$ cat src/design/ptess_weights.sv
`default_nettype none

module ptess_weights #(
   parameter int RW = 7,
   parameter int WW = 24,
   parameter int DW = 22
) (
   input  logic                 clock,
   input  logic [RW-1:0]        index,
   input  logic [RW-1:0]        res,
   input  logic                 bezier,
   output logic signed [WW-1:0] weight [4],
   output logic [DW-1:0]        divisor,
   output logic [DW-1:0]        bias
);

   localparam int P2 = 2 * RW;
   localparam int P3 = 3 * RW;
   localparam int WC = P3 + 5;

   logic [RW-1:0] i1_ff, r1_ff, m1_ff;
   logic [P2-1:0] ii_ff, rr_ff, mm_ff;
   logic [P3-1:0] i3_ff, i2r_ff, ir2_ff, r3_ff, m3_ff, m2i_ff, mi2_ff;
   logic [RW-1:0] m_in;
   logic signed [WC-1:0] s_i3, s_i2r, s_ir2, s_r3, s_m3, s_m2i, s_mi2;
   logic signed [WC-1:0] w_in [4];

   assign m_in = res - index;

   assign s_i3  = $signed({{(WC-P3){1'b0}}, i3_ff});
   assign s_i2r = $signed({{(WC-P3){1'b0}}, i2r_ff});
   assign s_ir2 = $signed({{(WC-P3){1'b0}}, ir2_ff});
   assign s_r3  = $signed({{(WC-P3){1'b0}}, r3_ff});
   assign s_m3  = $signed({{(WC-P3){1'b0}}, m3_ff});
   assign s_m2i = $signed({{(WC-P3){1'b0}}, m2i_ff});
   assign s_mi2 = $signed({{(WC-P3){1'b0}}, mi2_ff});

   always_comb begin
      if (bezier) begin
         w_in[0] = WC'(s_m3 + s_m3);
         w_in[1] = WC'(s_m2i * 6);
         w_in[2] = WC'(s_mi2 * 6);
         w_in[3] = WC'(s_i3 + s_i3);
      end else begin
         w_in[0] = WC'(-s_i3 + s_i2r + s_i2r - s_ir2);
         w_in[1] = WC'(s_i3 * 3 - s_i2r * 5 + s_r3 + s_r3);
         w_in[2] = WC'(-(s_i3 * 3) + s_i2r * 4 + s_ir2);
         w_in[3] = WC'(s_i3 - s_i2r);
      end
   end

   always_ff @(posedge clock) begin
      i1_ff <= index;
      r1_ff <= res;
      m1_ff <= m_in;
      ii_ff <= P2'(index * index);
      rr_ff <= P2'(res * res);
      mm_ff <= P2'(m_in * m_in);
      i3_ff  <= P3'(ii_ff * i1_ff);
      i2r_ff <= P3'(ii_ff * r1_ff);
      ir2_ff <= P3'(rr_ff * i1_ff);
      r3_ff  <= P3'(rr_ff * r1_ff);
      m3_ff  <= P3'(mm_ff * m1_ff);
      m2i_ff <= P3'(mm_ff * i1_ff);
      mi2_ff <= P3'(ii_ff * m1_ff);
      for (int k = 0; k < 4; k++) begin
         weight[k] <= WW'(w_in[k]);
      end
      divisor <= DW'({r3_ff, 1'b0});
      bias    <= DW'(r3_ff);
   end

endmodule

`default_nettype wire

$ cat config.mk
export PLATFORM = sky130hd
export DESIGN_NAME = ptess_weights
export DESIGN_NICKNAME = d
export VERILOG_FILES = /design/src/design/ptess_weights.sv
export SDC_FILE = /design/constraint.sdc
export NUM_CORES = 2
export LEC_CHECK = 0
export BUFFER_PORTS_ARGS = -buffer_cell sky130_fd_sc_hd__buf_2
export CORE_UTILIZATION = 40
export DETAILED_ROUTE_END_ITERATION = 16
export SKIP_CTS_REPAIR_TIMING = 1
export SLEW_MARGIN = 0
export SYNTH_ARGS = -nofsm -noshare
export SYNTH_HDL_FRONTEND = slang
export SYNTH_SLANG_ARGS = --single-unit
export TNS_END_PERCENT = 1
$ cat constraint.sdc
create_clock -name clock -period 8.68 [get_ports clock]
set_input_delay 1.302 -clock clock [delete_from_list [all_inputs] [get_ports clock]]
set_output_delay 1.302 -clock clock [all_outputs]
set_load 0.02 [all_outputs]
==> impl_metrics.env <==
export IMPL_fillerInstances=9334
export IMPL_clock_skew_ns=0.0209
export IMPL_die_area_mm2=0.0985
export IMPL_worst_slew_pin_slew_ns=1.07
export IMPL_outcome="complete, no violations"
export IMPL_fmax_mhz=150
export IMPL_synth_warnings=0
export IMPL_rsz0062_at_grt="false"
export IMPL_finalHoldViolCount=0
export IMPL_hold_path_class="reg2reg"
export IMPL_clock_path_buffers=3
export IMPL_crit_buf_inv=1
export IMPL_timing_final_crit_share=0.767
export IMPL_drc=0
export IMPL_drtIter0Drc=1666
export IMPL_synth_cell_types=65
export IMPL_slew_headroom=0.282
export IMPL_cts_tree="yes"
export IMPL_stdcell_area_mm2=0.0423
export IMPL_final_common_cell="inv_1"
export IMPL_ant_nets=0
export IMPL_totalWireLength_mm=105
export IMPL_ys_seq_elements=315
export IMPL_htreeDepth=2
export IMPL_drive_gt1_frac=0.0672
export IMPL_num_rows=113
export IMPL_cp_end_kind="flip-flop"
export IMPL_viasPerCell=5.10
export IMPL_vias=29300
export IMPL_die_h_um=314
export IMPL_synth_top_flop_cell="dfxtp_1"
export IMPL_finalSetupViolCount=0
export IMPL_clk_latency_ns=0.59
export IMPL_multi_input_area_mm2=0.0295
export IMPL_avgSynthCellArea_um2=8.88
export IMPL_antenna_found_initial=5
export IMPL_top_level_ports=156
export IMPL_cts_root_buffer="clkbuf_16"
export IMPL_hpwl_mm=86.0
export IMPL_finalSetupTns_ns=0
export IMPL_initial_core_util=0.407
export IMPL_finalNetCount=5500
export IMPL_cp_top_family="compound AO/OA/AOI/OAI gates"
export IMPL_synthArstFlopShare=0
export IMPL_worstPathArrival_ns=7.11
export IMPL_clk_pin_slew_ns=0.06
export IMPL_placed_area_mm2=0.0408
export IMPL_gp_congestion=0.989
export IMPL_core_area_mm2=0.0956
export IMPL_synth_seq_area_share=0.162
export IMPL_fp_dieW_um=314
export IMPL_drv_slew=0
export IMPL_layout_common_cells="inv_1, ha_1, nand2_1"
export IMPL_cap_violations=0
export IMPL_cts_buffers=40
export IMPL_cp_data_required_time_ns=9.13
export IMPL_grt_use_total=0.217
export IMPL_grt_pass1_vias=29500
export IMPL_fin_util=0.443
export IMPL_routedWlPerCell_um=18.3
export IMPL_seqCellArea_mm2=0.00631
export IMPL_grt_max_degree=61
export IMPL_portBuffers=153
export IMPL_startpoint="i3_ff[1]$_DFF_P_"
export IMPL_hp_start="r3_ff[0]$_DFF_P_"
export IMPL_r2r_setup_slack_ns=2.02
export IMPL_cpPeakStageDelay_ns=0.47
export IMPL_cp_slowest_cell="fa_1"
export IMPL_clkSinkCount=315
export IMPL_syn2layout_area_growth_pct=8.81
export IMPL_synth_edf_count=0
export IMPL_critPathLaunchType="flip-flop"
export IMPL_synth_area_mm2=0.0389
export IMPL_syn_inst=4378
export IMPL_crit_type="reg2reg"
export IMPL_grt_pass1_wl_mm=167
export IMPL_finalWorstPathRequiredPeriod_ns=6.66
export IMPL_timing_rr_start="i3_ff[1]$_DFF_P_"
export IMPL_grt_overflow_total=0
export IMPL_first_pass_iters=5
export IMPL_path_max_fanout=7
final timing paths:
path | end | depth (start not counted)
worst max-delay path | weight[71]$_DFF_P_ | 27
worst min-delay path | divisor[1]$_DFF_P_ | 0
worst max register to register | weight[71]$_DFF_P_ | 27
worst min register to register | divisor[1]$_DFF_P_ | 0
synth_stat cells (29+ instances only):
cell type  number  share of area
inv_1         638          0.062
ha_1          556           0.18
nand2_1       549          0.053
fa_1          481           0.25
dfxtp_1       315           0.16
and2_1        282          0.045
a21oi_1       204          0.026
xnor2_1       195          0.044
nor2_1        161          0.016
o21ai_0       156          0.020
clkbuf_1      133          0.013
xor2_1        107          0.024
a21o_1         92          0.018
nand3_1        55         0.0071
nor3_1         53         0.0068
o21a_1         40         0.0077
o21bai_1       40         0.0077
nand2b_1       31         0.0050
nor2b_1        29         0.0047
layer usage:
| metal | vias to the layer above | share of wire | track usage |
|---|---|---|---|
| met5 | - | 0 | 0 |
| met3 | 111 | 0.041 | 0.0203 |
| met2 | 600 | 0.45 | 0.354 |
| met4 | 0 | 0.035 | 0.0725 |
| li1 | 14200 | - | - |
| met1 | 14400 | 0.47 | 0.302 |
flip-flops by register name, summed over array words and instances (netlist names):
register,count
i2r_ff,20
divisor,21
mi2_ff,21
m3_ff,21
i1_ff,6
r1_ff,6
weight,92
mm_ff,13
i3_ff,21
ii_ff,13
ir2_ff,21
m2i_ff,20
rr_ff,13
r3_ff,21
m1_ff,6
kinds of logic (layout without fill, tap and decap cells):
| kind of cell | after synthesis | after routing | share of synthesized area |
|---|---|---|---|
| flip-flops | 315 | 315 | 0.162 |
| other | 1 | 8 | 0.0000964 |
| XOR/XNOR | 302 | 302 | 0.0680 |
| adder cells (fa/ha/maj) | 1037 | 1037 | 0.427 |
| multiplexers | 16 | 16 | 0.00450 |
| buffers and inverters | 802 | 900 | 0.0800 |
| AND/OR/NAND/NOR | 1231 | 1231 | 0.149 |
| AO/OA/AOI/OAI | 674 | 674 | 0.109 |
area by class of cell:
type / count / area share
clock inverter: 25 / 0.00961
antenna: 6 / 0.000355
inverter: 638 / 0.0566
multi-input combinational: 3262 / 0.697
timing repair buffer: 190 / 0.0247
sequential: 315 / 0.149
tap: 1265 / 0.0374
clock buffer: 47 / 0.0257
worst register-to-register path, delay by kind of cell (launching register included):
family	cells	cell delay, ns
AO/OA/AOI/OAI	11	2.72
XOR/XNOR	3	0.60
adder cells (fa/ha/maj)	5	1.80
buffers and inverters	1	0.07
flip-flops	1	0.40
multiplexers	1	0.08
AND/OR/NAND/NOR	6	0.85
through the flow:
| stage | cells | hold WS (ns) | setup WS, ns |
|---|---|---|---|
| floorplan | 4379 | 0.337 | 2.29 |
| global placement | 5670 | 0.378 | 1.86 |
| detailed placement | 5670 | 0.374 | 1.83 |
| CTS | 5742 | 0.381 | 2.04 |
| global route | 5742 | 0.380 | 1.44 |
| finish | 5748 | 0.379 | 2.02 |
Power is left out: the tool's default activity adds up to more than one toggle a clock period on the data nets, which glitch-free logic cannot reach.
