<file path="config.mk">
export PLATFORM = sky130hd
export DESIGN_NAME = ptess_lane
export DESIGN_NICKNAME = d
export VERILOG_FILES = /design/src/design/ptess_pkg.sv /design/src/design/ptess_lane.sv
export SDC_FILE = /design/constraint.sdc
export NUM_CORES = 2
export LEC_CHECK = 0
export ABC_CLOCK_PERIOD_IN_PS = 7000
export BUFFER_PORTS_ARGS = -buffer_cell sky130_fd_sc_hd__buf_2
export CAP_MARGIN = 20
export CORE_MARGIN = 3
export CORE_UTILIZATION = 47
export DETAILED_ROUTE_END_ITERATION = 7
export PLACE_DENSITY = 0.63
export SYNTH_ARGS = -nofsm -noshare
export SYNTH_HDL_FRONTEND = slang
export SYNTH_SLANG_ARGS = --single-unit
</file>
<file path="constraint.sdc">
create_clock -name clock -period 7 [get_ports clock]
set_clock_uncertainty 0.1 [all_clocks]
set_input_delay 0.35 -clock clock [delete_from_list [all_inputs] [get_ports clock]]
set_output_delay 0.35 -clock clock [all_outputs]
set_load 0.05 [all_outputs]
</file>
<file path="src/design/ptess_pkg.sv">
`default_nettype none

package ptess_pkg;

   localparam int CMD_WIDTH = 3;
   localparam logic [CMD_WIDTH-1:0] CMD_LINE   = 3'd0;
   localparam logic [CMD_WIDTH-1:0] CMD_CURVE  = 3'd1;
   localparam logic [CMD_WIDTH-1:0] CMD_BEZIER = 3'd2;
   localparam logic [CMD_WIDTH-1:0] CMD_CLOSE  = 3'd3;
   localparam logic [CMD_WIDTH-1:0] CMD_CLEAR  = 3'd4;

   localparam int CSR_ADDR_WIDTH = 1;
   localparam int CSR_DATA_WIDTH = 32;
   localparam logic [CSR_ADDR_WIDTH-1:0] CSR_ADDR_CURVE_RESOLUTION = 1'b0;

   localparam int RES_WIDTH = 7;
   localparam logic [RES_WIDTH-1:0] RES_RESET = 7'd20;

   typedef struct packed {
      logic acc_clear;
      logic acc_mac;
      logic div_load;
      logic div_step;
   } lane_ctrl_type;

endpackage

`default_nettype wire

</file>
<file path="src/design/ptess_lane.sv">
`default_nettype none

module ptess_lane #(
   parameter int CW = 32,
   parameter int WW = 24,
   parameter int DW = 22,
   parameter int QB = 36
) (
   input  logic                     clock,
   input  ptess_pkg::lane_ctrl_type ctrl,
   input  logic signed [CW-1:0]     point,
   input  logic signed [WW-1:0]     weight,
   input  logic [DW-1:0]            divisor,
   input  logic [DW-1:0]            bias,
   output logic signed [CW-1:0]     result
);

   import ptess_pkg::*;

   localparam int RMW = DW + 1;
   localparam int SW  = QB + RMW;
   localparam int PW  = CW + WW;

   logic signed [SW-1:0] acc_ff;
   logic [RMW-1:0]       rem_ff;
   logic [QB-1:0]        quo_ff;
   logic                 neg_ff;

   logic signed [PW-1:0] product;
   logic [SW-1:0]        mag;
   logic [RMW-1:0]       shifted;
   logic [RMW:0]         diff;
   logic signed [QB:0]   quot;
   logic signed [QB:0]   qmax, qmin;

   assign product = point * weight;
   assign mag     = acc_ff[SW-1] ? (~acc_ff + {{(SW-DW){1'b0}}, divisor})
                                 : acc_ff;
   assign shifted = {rem_ff[RMW-2:0], quo_ff[QB-1]};
   assign diff    = {1'b0, shifted} - {2'b00, divisor};

   assign quot = neg_ff ? -$signed({1'b0, quo_ff}) : $signed({1'b0, quo_ff});
   assign qmax = $signed({{(QB-CW+2){1'b0}}, {(CW-1){1'b1}}});
   assign qmin = $signed({{(QB-CW+2){1'b1}}, {(CW-1){1'b0}}});

   always_comb begin
      if (quot > qmax) begin
         result = {1'b0, {(CW-1){1'b1}}};
      end else if (quot < qmin) begin
         result = {1'b1, {(CW-1){1'b0}}};
      end else begin
         result = quot[CW-1:0];
      end
   end

   always_ff @(posedge clock) begin
      if (ctrl.acc_clear) begin
         acc_ff <= $signed({{(SW-DW){1'b0}}, bias});
      end else if (ctrl.acc_mac) begin
         acc_ff <= acc_ff + $signed({{(SW-PW){product[PW-1]}}, product});
      end
      if (ctrl.div_load) begin
         neg_ff <= acc_ff[SW-1];
         rem_ff <= mag[SW-1:QB];
         quo_ff <= mag[QB-1:0];
      end else if (ctrl.div_step) begin
         rem_ff <= diff[RMW] ? shifted : diff[RMW-1:0];
         quo_ff <= {quo_ff[QB-2:0], ~diff[RMW]};
      end
   end

endmodule

`default_nettype wire

</file>
==> flow_summary.html <==
<table>
<tr><th>Metric</th><th>Value</th></tr>
<tr><th colspan="2">Worst setup path</th></tr>
<tr><td>Type of element launching the critical path</td><td>input port</td></tr>
<tr><td>Kind of critical path</td><td>in2reg</td></tr>
<tr><td>Count of buffer and inverter cells on the critical path</td><td>8</td></tr>
<tr><td>Launch point of the worst reg-to-reg path</td><td>acc_ff[13]</td></tr>
<tr><td>Family with the most delay on the worst path</td><td>adder cells</td></tr>
<tr><td>Signal arrival time at the worst endpoint</td><td>6.98 ns</td></tr>
<tr><td>Maximum fanout encountered on the critical timing path</td><td>13</td></tr>
<tr><td>Critical-path top delay cell</td><td>sky130_fd_sc_hd__fa_1</td></tr>
<tr><td>Number of stages on the worst setup path</td><td>26</td></tr>
<tr><td>CP max stage delay</td><td>around 0.55 ns</td></tr>
<tr><td>Type of element capturing the critical path</td><td>register</td></tr>
<tr><td>Number of cells on the worst reg-to-reg path</td><td>19</td></tr>
<tr><td>Most prevalent standard cell on the critical path</td><td>sky130_fd_sc_hd__fa_1</td></tr>
<tr><td>Crit Reg-Reg Endpoint</td><td>acc_ff[31]</td></tr>
<tr><td>CP required</td><td>just over 7 ns</td></tr>
<tr><td>Flop2flop setup slack</td><td>around 1.2 ns</td></tr>
<tr><th colspan="2">Timing</th></tr>
<tr><td>Max transition margin</td><td>0.273</td></tr>
<tr><td>Fraction of the cycle the final worst path needs</td><td>0.964</td></tr>
<tr><td>Minimum clock period</td><td>slightly below 7 ns</td></tr>
<tr><td>Slew at the pin closest to its max-slew limit</td><td>roughly 1.1 ns</td></tr>
<tr><td>Fmax</td><td>148 MHz</td></tr>
<tr><td>Slew Viols, Final</td><td>0</td></tr>
<tr><td>Final setup violating endpoints</td><td>0</td></tr>
<tr><td>RSZ-0062 raised after global routing</td><td>true</td></tr>
<tr><td>Hold Vio Cnt, Final</td><td>0</td></tr>
<tr><td>Hold Slack</td><td>~0.13 ns</td></tr>
<tr><th colspan="2">CTS</th></tr>
<tr><td>Post-CTS Hold Fix Bufs</td><td>0</td></tr>
<tr><td>Clock transition time at the flip-flop clock pins of the worst setup and hold paths</td><td>~0.06 ns</td></tr>
<tr><td>Sinks on Clock Net</td><td>around 120</td></tr>
<tr><td>Clk_lat worst skew</td><td>0.43 ns</td></tr>
<tr><td>Num CTS Buffers</td><td>17</td></tr>
<tr><td>Clk Tree Root Cell</td><td>sky130_fd_sc_hd__clkbuf_16</td></tr>
<tr><td>TritonCTS clock tree</td><td>built</td></tr>
<tr><td>H-tree levels</td><td>4</td></tr>
<tr><td>Longest Clk Path Bufs</td><td>2</td></tr>
<tr><th colspan="2">Logic synthesis</th></tr>
<tr><td>Most numerous cell types in the synthesized netlist</td><td>sky130_fd_sc_hd__inv_1, sky130_fd_sc_hd__fa_1, sky130_fd_sc_hd__nand2_1</td></tr>
<tr><td>Syn_area_per_cell</td><td>roughly 9 um2</td></tr>
<tr><td>Sequential share of the synthesized area</td><td>0.0826</td></tr>
<tr><td>Share of synthesized flip-flops with an asynchronous set or reset</td><td>0</td></tr>
<tr><td>Biggest area contributors in the synthesized netlist</td><td>sky130_fd_sc_hd__fa_1, sky130_fd_sc_hd__inv_1, sky130_fd_sc_hd__ha_1</td></tr>
<tr><td>Post-synth EDFFs</td><td>81</td></tr>
<tr><td>Biggest area consumer among synthesized cells</td><td>sky130_fd_sc_hd__fa_1</td></tr>
<tr><td>Primary FF master, synth</td><td>sky130_fd_sc_hd__edfxtp_1</td></tr>
<tr><td>Number of warnings printed during yosys synthesis</td><td>0</td></tr>
<tr><td>Number of nets in the synthesized netlist</td><td>5470</td></tr>
<tr><td>Number of flip-flops and latches in the synthesized netlist</td><td>118</td></tr>
<tr><td>Number of distinct library cells after synthesis</td><td>74</td></tr>
<tr><td>Post-Syn Area</td><td>~0.038 mm2</td></tr>
<tr><td>Most common cell in the netlist</td><td>sky130_fd_sc_hd__inv_1</td></tr>
<tr><td>Proportion of netlist area held by the largest area contributor</td><td>0.447</td></tr>
<tr><td>Count of mapped cells out of synthesis</td><td>~4300</td></tr>
<tr><th colspan="2">Min path</th></tr>
<tr><td>Startpoint of the worst hold path</td><td>bias[8]</td></tr>
<tr><td>Worst hold path type</td><td>in2reg</td></tr>
<tr><td>Count of cells along the worst hold path</td><td>3</td></tr>
<tr><td>Hold-critical path endpoint</td><td>acc_ff[8]</td></tr>
<tr><th colspan="2">Finish</th></tr>
<tr><td>Area added between synthesis and finish</td><td>12.6%</td></tr>
<tr><td>Area occupied by registers</td><td>approximately 0.0032 mm2</td></tr>
<tr><td>Multi-input gate area in the final layout</td><td>a little over 0.03 mm2</td></tr>
<tr><td>Filler-free cell count of the finished design</td><td>between 5000 and 6000</td></tr>
<tr><td>Fraction of final layout cells with drive strength greater than 1</td><td>0.125</td></tr>
<tr><td>Total number of nets in the final design</td><td>roughly 5800</td></tr>
<tr><td>Post-layout instance area</td><td>about 0.043 mm2</td></tr>
<tr><td>End-of-flow core utilization</td><td>0.536</td></tr>
<tr><td>Fillcell total</td><td>7458</td></tr>
<tr><th colspan="2">Drt</th></tr>
<tr><td>Wirelength, routed</td><td>a little under 100000 um</td></tr>
<tr><td>Via count</td><td>29200</td></tr>
<tr><td>Iteration-0 DRC Markers</td><td>1548</td></tr>
<tr><td>Length of the first detailed-routing pass in iterations</td><td>5</td></tr>
<tr><td>ANT nets after route</td><td>0</td></tr>
<tr><td>Detailed-route vias per instance</td><td>5.17</td></tr>
<tr><td>Wire length per cell after detailed routing</td><td>17.5 um</td></tr>
<tr><td>Post-route DRC violation count</td><td>0</td></tr>
<tr><th colspan="2">Job</th></tr>
<tr><td>Count of maximum capacitance violations</td><td>0</td></tr>
<tr><th colspan="2">Global routing</th></tr>
<tr><td>Leftover overflow at the end of global routing</td><td>0</td></tr>
<tr><td>GR Util All Layers</td><td>0.241</td></tr>
<tr><td>Wire length of the first global-routing pass</td><td>164000 um</td></tr>
<tr><td>Largest net degree at the start of global routing</td><td>66</td></tr>
<tr><td>Via count of the first global-routing pass</td><td>31000</td></tr>
<tr><td>Antenna violations before repair</td><td>4</td></tr>
<tr><th colspan="2">Die</th></tr>
<tr><td>Die Span Y</td><td>between 200 and 300 um</td></tr>
<tr><td>Initial cell density of the core</td><td>0.476</td></tr>
<tr><td>Placeable core area</td><td>0.0807 mm2</td></tr>
<tr><td>Overall die area</td><td>about 0.085 mm2</td></tr>
<tr><td>Num rows</td><td>roughly 100</td></tr>
<tr><td>Width of the die</td><td>292 um</td></tr>
<tr><td>Count of boundary I/O pins</td><td>137</td></tr>
<tr><th colspan="2">Place</th></tr>
<tr><td>Detailed Place HPWL</td><td>just under 90000 um</td></tr>
<tr><td>Cell Area, Placed</td><td>approximately 0.042 mm2</td></tr>
<tr><td>Placed instance count</td><td>5607</td></tr>
<tr><td>Routability cong.</td><td>around 0.93</td></tr>
<tr><td>Port bufs</td><td>approximately 140</td></tr>
<tr><th colspan="2">Outcome</th></tr>
<tr><td>Status</td><td>completed</td></tr>
</table>
[kinds of logic (layout without fill, tap and decap cells)]
| logic type | count (synthesis) | in the layout | share of synthesized area |
|---|---|---|---|
| mux | 72 | 72 | 0.0190 |
| simple gates | 1181 | 1181 | 0.146 |
| xor+xnor | 160 | 160 | 0.0365 |
| compound gates | 495 | 495 | 0.0807 |
| other cells | 0 | 3 | 0 |
| buf+inv | 1171 | 1474 | 0.115 |
| fa+ha+maj | 1084 | 1084 | 0.521 |
| flops | 118 | 118 | 0.0826 |
[worst min-delay path, cell delays in order]
cell and delay (ns):
sky130_fd_sc_hd__buf_2 0.10, sky130_fd_sc_hd__nand2_1 0.05, sky130_fd_sc_hd__o21ai_0 0.06
[sequential cells by signal (all words and copies together) (netlist names)]
name,flops
rem_ff,22
acc_ff,59
neg_ff,1
quo_ff,36
[cells in the final DEF, fill, tap and decap left out, types with 28 or more instances in the layout]
cell,n
sky130_fd_sc_hd__fa_1,855
sky130_fd_sc_hd__buf_2,123
sky130_fd_sc_hd__a21oi_1,130
sky130_fd_sc_hd__nand2_1,569
sky130_fd_sc_hd__dfxtp_1,36
sky130_fd_sc_hd__mux2i_1,65
sky130_fd_sc_hd__o31ai_1,28
sky130_fd_sc_hd__a21o_1,56
sky130_fd_sc_hd__xnor2_1,70
sky130_fd_sc_hd__ha_1,224
sky130_fd_sc_hd__nand3_1,30
sky130_fd_sc_hd__edfxtp_1,81
sky130_fd_sc_hd__nor2_1,143
sky130_fd_sc_hd__o21ai_0,144
sky130_fd_sc_hd__and2_1,298
sky130_fd_sc_hd__xor2_1,90
sky130_fd_sc_hd__buf_4,324
sky130_fd_sc_hd__inv_1,956
[stage by stage]
step	setup WS, ns	setup TNS (ns)
global placement	-0.528	-4.36
floorplan	-0.0175	-0.0175
detailed placement	-0.619	-5.78
global route	-0.0198	-0.0513
CTS	0.0144	0
finish	0.249	0
[layout make-up]
type	count	area share
timing repair buffer	485	0.0840
clock buffer	20	0.0112
tap	1060	0.0307
clock inverter	11	0.00162
inverter	958	0.0831
antenna	3	0.000174
multi-input combinational	2992	0.716
sequential	118	0.0734
[what timing repair did]
action | 4_1_cts | 5_1_grt
cloned | 0 | 0
pin swaps | 0 | 7
gates resized for setup | 1 | 39
buffers inserted | 0 | 4
endpoints found under the setup margin | 3 | 19
[per-layer routing]
| layer | vias up | track usage | wire (um) |
|---|---|---|---|
| li1 | 13600 | - | - |
| met1 | 14800 | 0.311 | 40800 |
| met2 | 667 | 0.429 | 50800 |
| met3 | 180 | 0.0243 | 3900 |
| met4 | 2 | 0.0772 | 3480 |
| met5 | - | 0 | 13 |
[worst max-delay path by stage]
stage | start | end | slack (ns)
after floorplan | point[31] | acc_ff[51] | -0.02
after global placement | weight[0] | acc_ff[57] | -0.53
after detailed placement | weight[0] | acc_ff[57] | -0.62
after CTS | weight[0] | acc_ff[57] | 0.01
after global routing | weight[3] | acc_ff[38] | -0.02
final | weight[0] | acc_ff[58] | 0.25
Power is not shown: default switching activity piles up to over one toggle a cycle in this logic, so the estimate is an artifact.
